`config.mk`:
```
export PLATFORM = sky130hd
export DESIGN_NAME = bitmap_page_allocator
export DESIGN_NICKNAME = d
export VERILOG_FILES = /design/src/hdl/bpa_pkg.sv /design/src/hdl/bpa_ram.sv /design/src/hdl/bpa_ctrl.sv /design/src/hdl/bpa_dp.sv /design/src/hdl/bitmap_page_allocator.sv
export SDC_FILE = /design/constraint.sdc
export NUM_CORES = 2
export LEC_CHECK = 0
export CAP_MARGIN = 20
export CORE_MARGIN = 5
export CORE_UTILIZATION = 30
export DETAILED_ROUTE_END_ITERATION = 7
export DONT_BUFFER_PORTS = 1
export SYNTH_ARGS = -nofsm -noshare
export SYNTH_HDL_FRONTEND = slang
export SYNTH_SLANG_ARGS = --single-unit
```
`constraint.sdc`:
```
create_clock -name clk -period 8.9 [get_ports clk]
set_clock_uncertainty 0.15 [all_clocks]
set_input_delay 1.335 -clock clk [delete_from_list [all_inputs] [get_ports clk]]
set_output_delay 1.335 -clock clk [all_outputs]
set_load 0.05 [all_outputs]
```
`src/hdl/bpa_pkg.sv`:
```
// Shared types and constants for the bitmap page allocator.
// No dependencies; imported by every module of the block except bpa_ram.
package bpa_pkg;

	localparam int unsigned FRAME_W       = 52;
	localparam int unsigned STATUS_W      = 3;
	localparam int unsigned WIU_W         = 7;
	localparam int unsigned BITS_PER_WORD = 64;
	localparam int unsigned BIT_W         = 6;
	localparam int unsigned DEF_MAX_WORDS = 64;
	localparam int unsigned REG_IDX_W     = 2;
	localparam int unsigned CFG_DATA_W    = 52;
	localparam logic [WIU_W-1:0] WIU_RESET = 7'd64;

	typedef enum logic {
		CMD_ALLOC = 1'b0,
		CMD_FREE  = 1'b1
	} cmd_e;

	typedef enum logic [STATUS_W-1:0] {
		ST_ALLOCATED = 3'd0,
		ST_DUMMY     = 3'd1,
		ST_EXHAUSTED = 3'd2,
		ST_FREED     = 3'd3,
		ST_REJECTED  = 3'd4
	} status_e;

	typedef enum logic [REG_IDX_W-1:0] {
		REG_WORDS_IN_USE = 2'd0,
		REG_BASE_FRAME   = 2'd1,
		REG_DUMMY_FRAME  = 2'd2,
		REG_DUMMY_VALID  = 2'd3
	} reg_idx_e;

	typedef struct packed {
		logic               cmd;
		logic [FRAME_W-1:0] page_frame;
	} req_t;

	typedef struct packed {
		logic [FRAME_W-1:0]  result_frame;
		logic [STATUS_W-1:0] status;
	} rsp_t;

	// controller -> datapath
	typedef struct packed {
		logic clr_we;
		logic accept;
		logic mod_step;
		logic addr_load;
		logic rd_en;
		logic wr_en;
	} ctl_cmd_t;

	// datapath -> controller
	typedef struct packed {
		logic clr_last;
		logic need_mod;
		logic mod_last;
		logic hit;
	} dp_stat_t;

endpackage

```
`src/hdl/bpa_ram.sv`:
```
// Generic simple dual-port RAM, one write and one registered read per cycle.
// Stand-alone; no package needed.
module bpa_ram #(
	parameter int unsigned WIDTH = 64,
	parameter int unsigned DEPTH = 64
) (
	input  logic                                        clk,
	input  logic                                        we,
	input  logic [((DEPTH > 1) ? $clog2(DEPTH) : 1)-1:0] waddr,
	input  logic [WIDTH-1:0]                            wdata,
	input  logic                                        re,
	input  logic [((DEPTH > 1) ? $clog2(DEPTH) : 1)-1:0] raddr,
	output logic [WIDTH-1:0]                            rdata
);

	logic [WIDTH-1:0] mem [DEPTH];
	logic [WIDTH-1:0] rdata_q;

	always_ff @(posedge clk) begin
		if (we) begin
			mem[waddr] <= wdata;
		end
		if (re) begin
			rdata_q <= mem[raddr];
		end
	end

	assign rdata = rdata_q;

endmodule

```
`src/hdl/bpa_ctrl.sv`:
```
// Sequencer for the allocator: clearing pass, hint reduction, search, read, write.
// Depends on bpa_pkg for the command and status structs.
module bpa_ctrl
	import bpa_pkg::*;
(
	input  logic     clk,
	input  logic     arst_n,
	input  logic     start,
	output logic     busy,
	output ctl_cmd_t cmd,
	input  dp_stat_t st
);

	typedef enum logic [5:0] {
		S_CLEAR = 6'b000001,
		S_IDLE  = 6'b000010,
		S_MOD   = 6'b000100,
		S_ADDR  = 6'b001000,
		S_RD    = 6'b010000,
		S_WR    = 6'b100000
	} state_t;

	state_t state_q, state_nxt;

	always_ff @(posedge clk or negedge arst_n) begin
		if (!arst_n) begin
			state_q <= S_CLEAR;
		end else begin
			state_q <= state_nxt;
		end
	end

	always_comb begin
		state_nxt = state_q;
		cmd       = '0;
		unique case (state_q)
			S_CLEAR: begin
				cmd.clr_we = 1'b1;
				if (st.clr_last) begin
					state_nxt = S_IDLE;
				end
			end
			S_IDLE: begin
				if (start) begin
					cmd.accept = 1'b1;
					state_nxt  = st.need_mod ? S_MOD : S_ADDR;
				end
			end
			S_MOD: begin
				cmd.mod_step = 1'b1;
				if (st.mod_last) begin
					state_nxt = S_ADDR;
				end
			end
			S_ADDR: begin
				cmd.addr_load = 1'b1;
				state_nxt     = st.hit ? S_RD : S_IDLE;
			end
			S_RD: begin
				cmd.rd_en = 1'b1;
				state_nxt = S_WR;
			end
			S_WR: begin
				cmd.wr_en = 1'b1;
				state_nxt = S_IDLE;
			end
			default: begin
				state_nxt = S_IDLE;
			end
		endcase
	end

	assign busy = (state_q != S_IDLE);

endmodule

```
`src/hdl/bpa_dp.sv`:
```
// Datapath: config registers, full-word flags, hint, bitmap RAM, result register.
// Depends on bpa_pkg and bpa_ram.
module bpa_dp
	import bpa_pkg::*;
#(
	parameter int unsigned MAX_WORDS = DEF_MAX_WORDS
) (
	input  logic                  clk,
	input  logic                  arst_n,
	input  req_t                  req,
	input  ctl_cmd_t              cmd,
	output dp_stat_t              st,
	input  logic                  cfg_we,
	input  logic [REG_IDX_W-1:0]  cfg_index,
	input  logic [CFG_DATA_W-1:0] cfg_wdata,
	output logic                  done,
	output rsp_t                  rsp
);

	localparam int unsigned WIDX = (MAX_WORDS > 1) ? $clog2(MAX_WORDS) : 1;
	localparam int unsigned BW   = (WIDX > 1) ? $clog2(WIDX) : 1;
	localparam int unsigned HI_W = FRAME_W - BIT_W;

	// first set bit of a word-flag vector: {found, index}
	function automatic logic [WIDX:0] first_set(input logic [MAX_WORDS-1:0] v);
		logic [WIDX:0] r;
		r = '0;
		for (int i = int'(MAX_WORDS) - 1; i >= 0; i--) begin
			if (v[i]) begin
				r = {1'b1, WIDX'(i)};
			end
		end
		return r;
	endfunction

	function automatic logic [BIT_W-1:0] low_zero(input logic [BITS_PER_WORD-1:0] w);
		logic [BIT_W-1:0] r;
		r = BIT_W'(BITS_PER_WORD - 1);
		for (int i = int'(BITS_PER_WORD) - 1; i >= 0; i--) begin
			if (!w[i]) begin
				r = BIT_W'(i);
			end
		end
		return r;
	endfunction

	// configuration
	logic [WIU_W-1:0]   wiu_q;
	logic [FRAME_W-1:0] base_q;
	logic [FRAME_W-1:0] dummy_q;
	logic               dummy_vld_q;

	// control state
	logic [MAX_WORDS-1:0] full_q;
	logic [WIDX-1:0]      hint_q;
	logic [WIDX-1:0]      clr_q;
	logic [WIDX-1:0]      start_q;
	logic [WIU_W-1:0]     rem_q;
	logic [BW-1:0]        mbit_q;
	logic                 done_q;

	// payload
	req_t             req_q;
	logic [WIDX-1:0]  idx_q;
	logic [BIT_W-1:0] bit_q;
	rsp_t             rsp_q;

	logic [WIU_W-1:0]         n_eff;
	logic [MAX_WORDS-1:0]     free_vec;
	logic [MAX_WORDS-1:0]     high_vec;
	logic [WIDX:0]            enc_hi;
	logic [WIDX:0]            enc_all;
	logic                     found;
	logic [WIDX-1:0]          enc_idx;
	logic [WIU_W:0]           mod_t;
	logic [WIU_W-1:0]         mod_red;
	logic [FRAME_W-1:0]       off;
	logic                     reject;
	logic                     is_free;
	logic                     hit_c;
	logic [BITS_PER_WORD-1:0] rd_word;
	logic [BITS_PER_WORD-1:0] new_word;
	logic [BIT_W-1:0]         lz;
	logic [BIT_W-1:0]         wr_bit;
	logic                     ram_we;
	logic [WIDX-1:0]          ram_waddr;
	logic [BITS_PER_WORD-1:0] ram_wdata;

	assign n_eff = (32'(wiu_q) > MAX_WORDS) ? WIU_W'(MAX_WORDS) : wiu_q;

	always_ff @(posedge clk or negedge arst_n) begin
		if (!arst_n) begin
			wiu_q       <= WIU_RESET;
			base_q      <= '0;
			dummy_q     <= '0;
			dummy_vld_q <= 1'b0;
		end else if (cfg_we) begin
			unique case (reg_idx_e'(cfg_index))
				REG_WORDS_IN_USE: wiu_q       <= cfg_wdata[WIU_W-1:0];
				REG_BASE_FRAME:   base_q      <= cfg_wdata[FRAME_W-1:0];
				REG_DUMMY_FRAME:  dummy_q     <= cfg_wdata[FRAME_W-1:0];
				REG_DUMMY_VALID:  dummy_vld_q <= cfg_wdata[0];
				default:          wiu_q       <= wiu_q;
			endcase
		end
	end

	// rotating priority search over non-full words in the pool
	always_comb begin
		for (int i = 0; i < int'(MAX_WORDS); i++) begin
			free_vec[i] = !full_q[i] && (32'(i) < 32'(n_eff));
			high_vec[i] = free_vec[i] && (32'(i) >= 32'(start_q));
		end
	end

	assign enc_hi  = first_set(high_vec);
	assign enc_all = first_set(free_vec);
	assign found   = enc_all[WIDX];
	assign enc_idx = enc_hi[WIDX] ? enc_hi[WIDX-1:0] : enc_all[WIDX-1:0];

	// one restoring step of hint mod n per cycle, MSB first
	assign mod_t   = {rem_q, hint_q[mbit_q]};
	assign mod_red = (mod_t >= (WIU_W+1)'(n_eff)) ? WIU_W'(mod_t - (WIU_W+1)'(n_eff))
	                                               : WIU_W'(mod_t);

	// free range check
	assign off     = req_q.page_frame - base_q;
	assign reject  = (req_q.page_frame < base_q) || (off[FRAME_W-1:BIT_W] >= HI_W'(n_eff));
	assign is_free = (req_q.cmd == CMD_FREE);
	assign hit_c   = is_free ? !reject : found;

	assign st.clr_last = (32'(clr_q) == MAX_WORDS - 1);
	assign st.need_mod = (req.cmd == CMD_ALLOC) && (n_eff != '0)
	                     && (32'(hint_q) >= 32'(n_eff));
	assign st.mod_last = (mbit_q == '0);
	assign st.hit      = hit_c;

	always_ff @(posedge clk or negedge arst_n) begin
		if (!arst_n) begin
			clr_q   <= '0;
			hint_q  <= '0;
			start_q <= '0;
			rem_q   <= '0;
			mbit_q  <= '0;
			full_q  <= '0;
			done_q  <= 1'b0;
		end else begin
			done_q <= 1'b0;
			if (cmd.clr_we) begin
				clr_q <= clr_q + 1'b1;
			end
			if (cmd.accept) begin
				start_q <= hint_q;
				rem_q   <= '0;
				mbit_q  <= BW'(WIDX - 1);
			end
			if (cmd.mod_step) begin
				rem_q  <= mod_red;
				mbit_q <= mbit_q - 1'b1;
				if (st.mod_last) begin
					start_q <= WIDX'(mod_red);
				end
			end
			if (cmd.addr_load && !hit_c) begin
				done_q <= 1'b1;
			end
			if (cmd.wr_en) begin
				done_q         <= 1'b1;
				full_q[idx_q] <= &new_word;
				if (!is_free) begin
					hint_q <= idx_q;
				end
			end
		end
	end

	always_ff @(posedge clk) begin
		if (cmd.accept) begin
			req_q <= req;
		end
		if (cmd.addr_load) begin
			idx_q <= is_free ? off[BIT_W +: WIDX] : enc_idx;
			bit_q <= off[BIT_W-1:0];
		end
	end

	// word update
	assign lz       = low_zero(rd_word);
	assign wr_bit   = is_free ? bit_q : lz;
	assign new_word = is_free ? (rd_word & ~(BITS_PER_WORD'(1) << wr_bit))
	                          : (rd_word | (BITS_PER_WORD'(1) << wr_bit));

	always_ff @(posedge clk) begin
		if (cmd.addr_load && !hit_c) begin
			if (is_free) begin
				rsp_q.result_frame <= '0;
				rsp_q.status       <= ST_REJECTED;
			end else if (dummy_vld_q) begin
				rsp_q.result_frame <= dummy_q;
				rsp_q.status       <= ST_DUMMY;
			end else begin
				rsp_q.result_frame <= '0;
				rsp_q.status       <= ST_EXHAUSTED;
			end
		end else if (cmd.wr_en) begin
			if (is_free) begin
				rsp_q.result_frame <= '0;
				rsp_q.status       <= ST_FREED;
			end else begin
				rsp_q.result_frame <= base_q + FRAME_W'({idx_q, lz});
				rsp_q.status       <= ST_ALLOCATED;
			end
		end
	end

	assign ram_we    = cmd.clr_we || cmd.wr_en;
	assign ram_waddr = cmd.clr_we ? clr_q : idx_q;
	assign ram_wdata = cmd.clr_we ? '0 : new_word;

	bpa_ram #(
		.WIDTH(BITS_PER_WORD),
		.DEPTH(MAX_WORDS)
	) u_bitmap (
		.clk   (clk),
		.we    (ram_we),
		.waddr (ram_waddr),
		.wdata (ram_wdata),
		.re    (cmd.rd_en),
		.raddr (idx_q),
		.rdata (rd_word)
	);

	assign done = done_q;
	assign rsp  = rsp_q;

endmodule

```
`src/hdl/bitmap_page_allocator.sv`:
```
// Top level of the bitmap page allocator: controller, datapath and checks.
// Depends on bpa_pkg, bpa_ctrl, bpa_dp (and bpa_ram below it).
//
// Usage
//  Command channel: drive req (cmd, page_frame) and raise start; the beat is
//  taken at a rising edge with start high and busy low.  cmd alloc ignores
//  page_frame; cmd free releases that frame.
//  Result channel: exactly one result per command, on rsp for a single cycle
//  with done high.  The receiver cannot hold it off, so it must sample then.
//  Config channel: cfg_valid/cfg_ready with cfg_index and cfg_wdata; ready is
//  always high.  Write only while idle.  Index 0 words in use, 1 base frame,
//  2 dummy frame, 3 dummy valid.
//  Timing: an accepted beat that touches the bitmap passes S_ADDR (search or
//  range check), S_RD (RAM read) and S_WR (RAM write), and done is registered
//  out of S_WR; exhausted, dummy or rejected results are registered in S_ADDR.
//  busy drops in the done cycle, so no new command is taken before done.
//  A hint beyond a reduced word count first passes the one-bit-a-cycle modulo.
//  The word search is a single rotating priority encode over per-word full
//  flags; the cost per item is set by the RAM read-modify-write.
//  Reset: all config to reset values, hint to word 0, then a clearing pass
//  zeroes all MAX_WORDS words of the bitmap RAM with busy held high.
module bitmap_page_allocator
	import bpa_pkg::*;
#(
	parameter int unsigned MAX_WORDS = DEF_MAX_WORDS
) (
	input  logic                  clk,
	input  logic                  arst_n,
	input  logic                  start,
	output logic                  busy,
	input  req_t                  req,
	output logic                  done,
	output rsp_t                  rsp,
	input  logic                  cfg_valid,
	output logic                  cfg_ready,
	input  logic [REG_IDX_W-1:0]  cfg_index,
	input  logic [CFG_DATA_W-1:0] cfg_wdata
);

	ctl_cmd_t ctl_cmd;
	dp_stat_t dp_stat;

	// config beats are always taken; the user must send them only while idle, the block does not enforce it
	assign cfg_ready = 1'b1;

	bpa_ctrl u_ctrl (
		.clk    (clk),
		.arst_n (arst_n),
		.start  (start),
		.busy   (busy),
		.cmd    (ctl_cmd),
		.st     (dp_stat)
	);

	bpa_dp #(
		.MAX_WORDS(MAX_WORDS)
	) u_dp (
		.clk       (clk),
		.arst_n    (arst_n),
		.req       (req),
		.cmd       (ctl_cmd),
		.st        (dp_stat),
		.cfg_we    (cfg_valid && cfg_ready),
		.cfg_index (cfg_index),
		.cfg_wdata (cfg_wdata),
		.done      (done),
		.rsp       (rsp)
	);

	// a result only ever ends a busy stretch
	a_done_after_busy: assert property (@(posedge clk) disable iff (!arst_n)
		done |-> $past(busy))
		else $error("result strobe without a command in flight");

	// no result in the cycle right after a command beat
	a_no_instant_result: assert property (@(posedge clk) disable iff (!arst_n)
		(start && !busy) |=> !done)
		else $error("result appeared too early after a command");

	// only allocated and dummy results carry a frame
	a_frame_zero: assert property (@(posedge clk) disable iff (!arst_n)
		(done && rsp.status != ST_ALLOCATED && rsp.status != ST_DUMMY)
		|-> (rsp.result_frame == '0))
		else $error("non-zero frame on a status that carries none");

	// a controller RAM read is followed directly by its write-back, with no second read
	a_rw_exclusive: assert property (@(posedge clk) disable iff (!arst_n)
		ctl_cmd.rd_en |=> (ctl_cmd.wr_en && !ctl_cmd.rd_en))
		else $error("RAM read not followed by its write-back");

endmodule

```
==> flow_metrics.py <==
metrics = {
    "run_status": {
        "status": "finished with violations",
        "failed_checks": "design-rule violations",
    },
    "finish": {
        "final_cell_area_um2": 201000,
        "nets": 11076,
        "area_delta_synth_final_pct": 15.2,
        "final_layout_size_suffix_gt1_frac": 0.118,
        "fill_cells": 54737,
    },
    "cts": {
        "clk_path_buf_depth": 4,
        "clk_pin_slew_ps": 60,
        "clock-root-buffer": "clkbuf_16",
        "cts-hold-fix-buffers": 2,
        "clk_latency_ps": 1060,
        "cts_resized": 0,
        "htreeDepth": 5,
        "cts_sinks": 4491,
        "tritoncts": "done",
        "cts_setup_buffers": 0,
        "cts_buffers": 446,
    },
    "global_routing": {
        "grt_util_all_layers": 0.198,
        "grt_max_degree": 210,
        "grt_overflow_total": 0,
        "grt_pass1_wl_mm": 845,
        "grt_pass1_vias": 103931,
        "antenna_found_initial": 60,
    },
    "worst_setup_path": {
        "path_cells": "inv_1, ha_1, fa_1, nor2b_1, o31a_1, o41ai_1, nand2_1, a21o_1, a21oi_1, xnor2_1, ha_1, nand3_1, nor2_1, nor4_1, nand3_1, nor4b_1, nand4_1, nor4_1, nand4_1, nor4_1, and3b_1, nor2_4, a32o_1",
        "cp_max_fo": 33,
        "worst_setup_path_start_kind": "flip-flop",
        "max_stage_delay_ps": 800,
        "endpoint_kind": "flip-flop",
        "cp_slowest_cell": "and3b_1",
        "worstPathArrival_ps": 7730,
        "required_ps": 9490,
        "path_buf_inv": 1,
        "critPathTopFamily": "simple AND/OR/NAND/NOR gates",
        "critical_path_class": "reg2reg",
        "worst_path_most_repeated_cell": "nor4_1",
    },
    "synthesis": {
        "synthTopCellsByCount": "edfxtp_1 (4280), a22oi_1 (1607), clkbuf_1 (550), a21oi_1 (340), o21ai_0 (339)",
        "ys.warnings.count": 0,
        "ys.flop_type": "edfxtp_1",
        "yosysSeqAreaShare": 0.768,
        "synth_cell_types": 93,
        "synth_fa_ha_area_frac": 0.00665,
        "yosysTopAreaCell": "edfxtp_1",
        "synth_top_area_frac": 0.738,
        "synth-edff-count": 4280,
        "ys_top_cells_by_area": "edfxtp_1 (74%), a22oi_1 (6.9%), dfrtp_1 (3.0%), clkbuf_1 (1.2%), a221oi_1 (1.2%)",
        "syn_nets": 10919,
        "synth_compound_area_frac": 0.150,
        "ys_seq_elements": 4491,
        "netlist_area_um2": 174000,
        "synth-async-reset-ratio": 0.0470,
        "synthSimpleGateAreaFrac": 0.0443,
        "synthCells": 10718,
        "synth-xor-area-share": 0.00402,
        "synth_most_common_cell": "edfxtp_1",
        "synth_top_family_by_area": "compound AO/OA/AOI/OAI gates",
        "muxShareOfSynthArea": 0.00937,
        "synth.avg_cell_area_um2": 16.2,
    },
    "die": {
        "die_area_um2": 596000,
        "core_area_um2": 578000,
        "pin_count": 169,
        "chipHeight_um": 772,
        "initial_core_util": 0.301,
        "die_x_um": 772,
        "rows": 279,
    },
    "timing": {
        "setup_viol": 0,
        "post-route-min-period_ps": 7150,
        "maxSlewHeadroom": 0.144,
        "hold_viol_final": 0,
        "finalSetupTns_ps": 0,
        "report.final.slew_viol_count": 0,
        "rsz0062_at_grt": "no",
        "fmax_mhz": 140,
        "worst_pin_slew_ps": 1280,
        "worst_hold_slack_ps": 79.3,
        "fin_crit_sh": 0.803,
    },
    "detailed_routing": {
        "via_per_inst": 5.91,
        "drtAntennaViolNets": 0,
        "firstDrtPassIters": 8,
        "vias": 112130,
        "wl_mm": 618,
        "avgRoutedWirePerCell_um": 32.5,
        "drc_errors": 2,
        "drtIter0Drc": 17589,
    },
    "power": {
        "peakVddDrop_uv": 196,
        "power_density_nw_per_um2": 255,
        "total_leakage_power_uw": 0.0606,
    },
    "placement": {
        "io_buffer_count": 0,
        "place_congestion": 0.958,
        "placement.cell_area_um2": 186000,
        "place_hpwl_mm": 326,
    },
    "job": {
        "drv_cap": 0,
    },
    "hold_path": {
        "hp-class": "in2async",
    },
}
-- report_power, final --
group / switching [uW] / internal, uW / total (uW)
logic: 6160 / 2480 / 8640
clock network: 8150 / 10300 / 18500
registers: 359 / 23600 / 24000
-- final cells by class --
type / instances / area, um2 / share of cell area
multi-input cells: 5420 / 38600 / 0.192
well taps: 7727 / 9670 / 0.0482
inverters: 120 / 450 / 0.00225
clock inverters: 257 / 2480 / 0.0124
repair buffers: 396 / 3860 / 0.0192
diodes: 17 / 42.5 / 0.000212
clock buffers: 548 / 11700 / 0.0584
flip-flops and latches: 4491 / 134000 / 0.667
-- worst register-to-register path: stages (launching register included) --
cell      delay [ps]
edfxtp_1         370
inv_1             70
ha_1             180
fa_1             240
nor2b_1           80
o31a_1           300
o41ai_1          690
nand2_1          200
a21o_1           230
a21oi_1          160
xnor2_1          140
ha_1             270
nand3_1           80
nor2_1            70
nor4_1           340
nand3_1          160
nor4b_1          360
nand4_1          140
nor4_1           440
nand4_1          190
nor4_1           430
and3b_1          800
nor2_4           400
a32o_1           390
-- kinds of logic after synthesis --
kind of cell               after synthesis
and+or+nand+nor                       1513
muxes                                  147
adders and majority gates               91
DFF                                   4491
buffers and inverters                  807
AOI/OAI and AO/OA                     3588
xor gates and xnor gates                80
other                                    1
-- cells in the final DEF, fill, tap and decap left out, drive strengths merged, types with 28 or more instances in the layout --
cell type  synthesis  routed
xnor2             69      69
a21o              39      39
nor2b             39      39
a211oi            62      62
bufinv             0      34
and3              35      35
clkinv             3     201
mux2             118     118
o21ai            351     351
inv              117     134
edfxtp          4280    4280
clkbuf           550     548
dfrtp            209     209
nand4            228     228
nor4             104     104
nand2            328     328
a221oi           234     234
a41oi            203     203
a31oi            222     222
a22o             234     234
o211ai            37      37
a21oi            340     340
and2              31      31
nor2             303     303
ha                87      87
nand3            221     221
mux2i             28      28
a22oi           1607    1607
buf              137     394
nor3              74      74
nand2b            30      30
-- state kept, by name, indices dropped and copies added, names as in the netlist, 7 cells and up --
| name | count |
|---|---|
| u_dp.u_bitmap.mem | 4096 |
| u_dp.full_q | 64 |
| u_dp.u_bitmap.rdata | 64 |
| u_dp.rsp | 55 |
| u_dp.base_q | 52 |
| u_dp.dummy_q | 52 |
| u_dp.req_q | 52 |
| u_dp.rem_q | 7 |
| u_dp.wiu_q | 7 |
-- final timing paths --
kind	start	end	slack [ps]	cells after the start
setup / recovery	u_dp.req_q[0]$_DFFE_PP_	u_dp.rsp[22]$_DFFE_PP_	1750	23
hold / removal	arst_n	u_dp.wiu_q[6]$_DFFE_PN1P_	80	0
setup reg to reg	u_dp.req_q[0]$_DFFE_PP_	u_dp.rsp[22]$_DFFE_PP_	1750	23
hold reg to reg	u_dp.mbit_q[1]$_DFFE_PN0P_	u_dp.mbit_q[1]$_DFFE_PN0P_	360	2
max in group asynchronous	arst_n	u_dp.full_q[28]$_DFFE_PN0P_	7340	1
min in group clk	req[2]	u_dp.req_q[2]$_DFFE_PP_	270	0
-- per-layer routing --
metal	vias to the layer above	wire length (um)	global-route usage
met3	1303	75800	0.0470
met4	62	28100	0.0778
met5	-	424	0
met1	58109	238000	0.269
met2	7647	275000	0.305
li1	45009	-	-
-- stage by stage --
step	power [uW]	utilization	std cells	setup slack (ps)
finish	51100	0.347	18976	1750
global route	52600	0.347	18965	1510
CTS	51100	0.347	18950	2030
detailed placement	32800	0.322	18143	2090
global placement	32900	0.322	18130	1950
floorplan	29300	-	10718	740
Note: power is estimated with default switching activity, not from simulation.
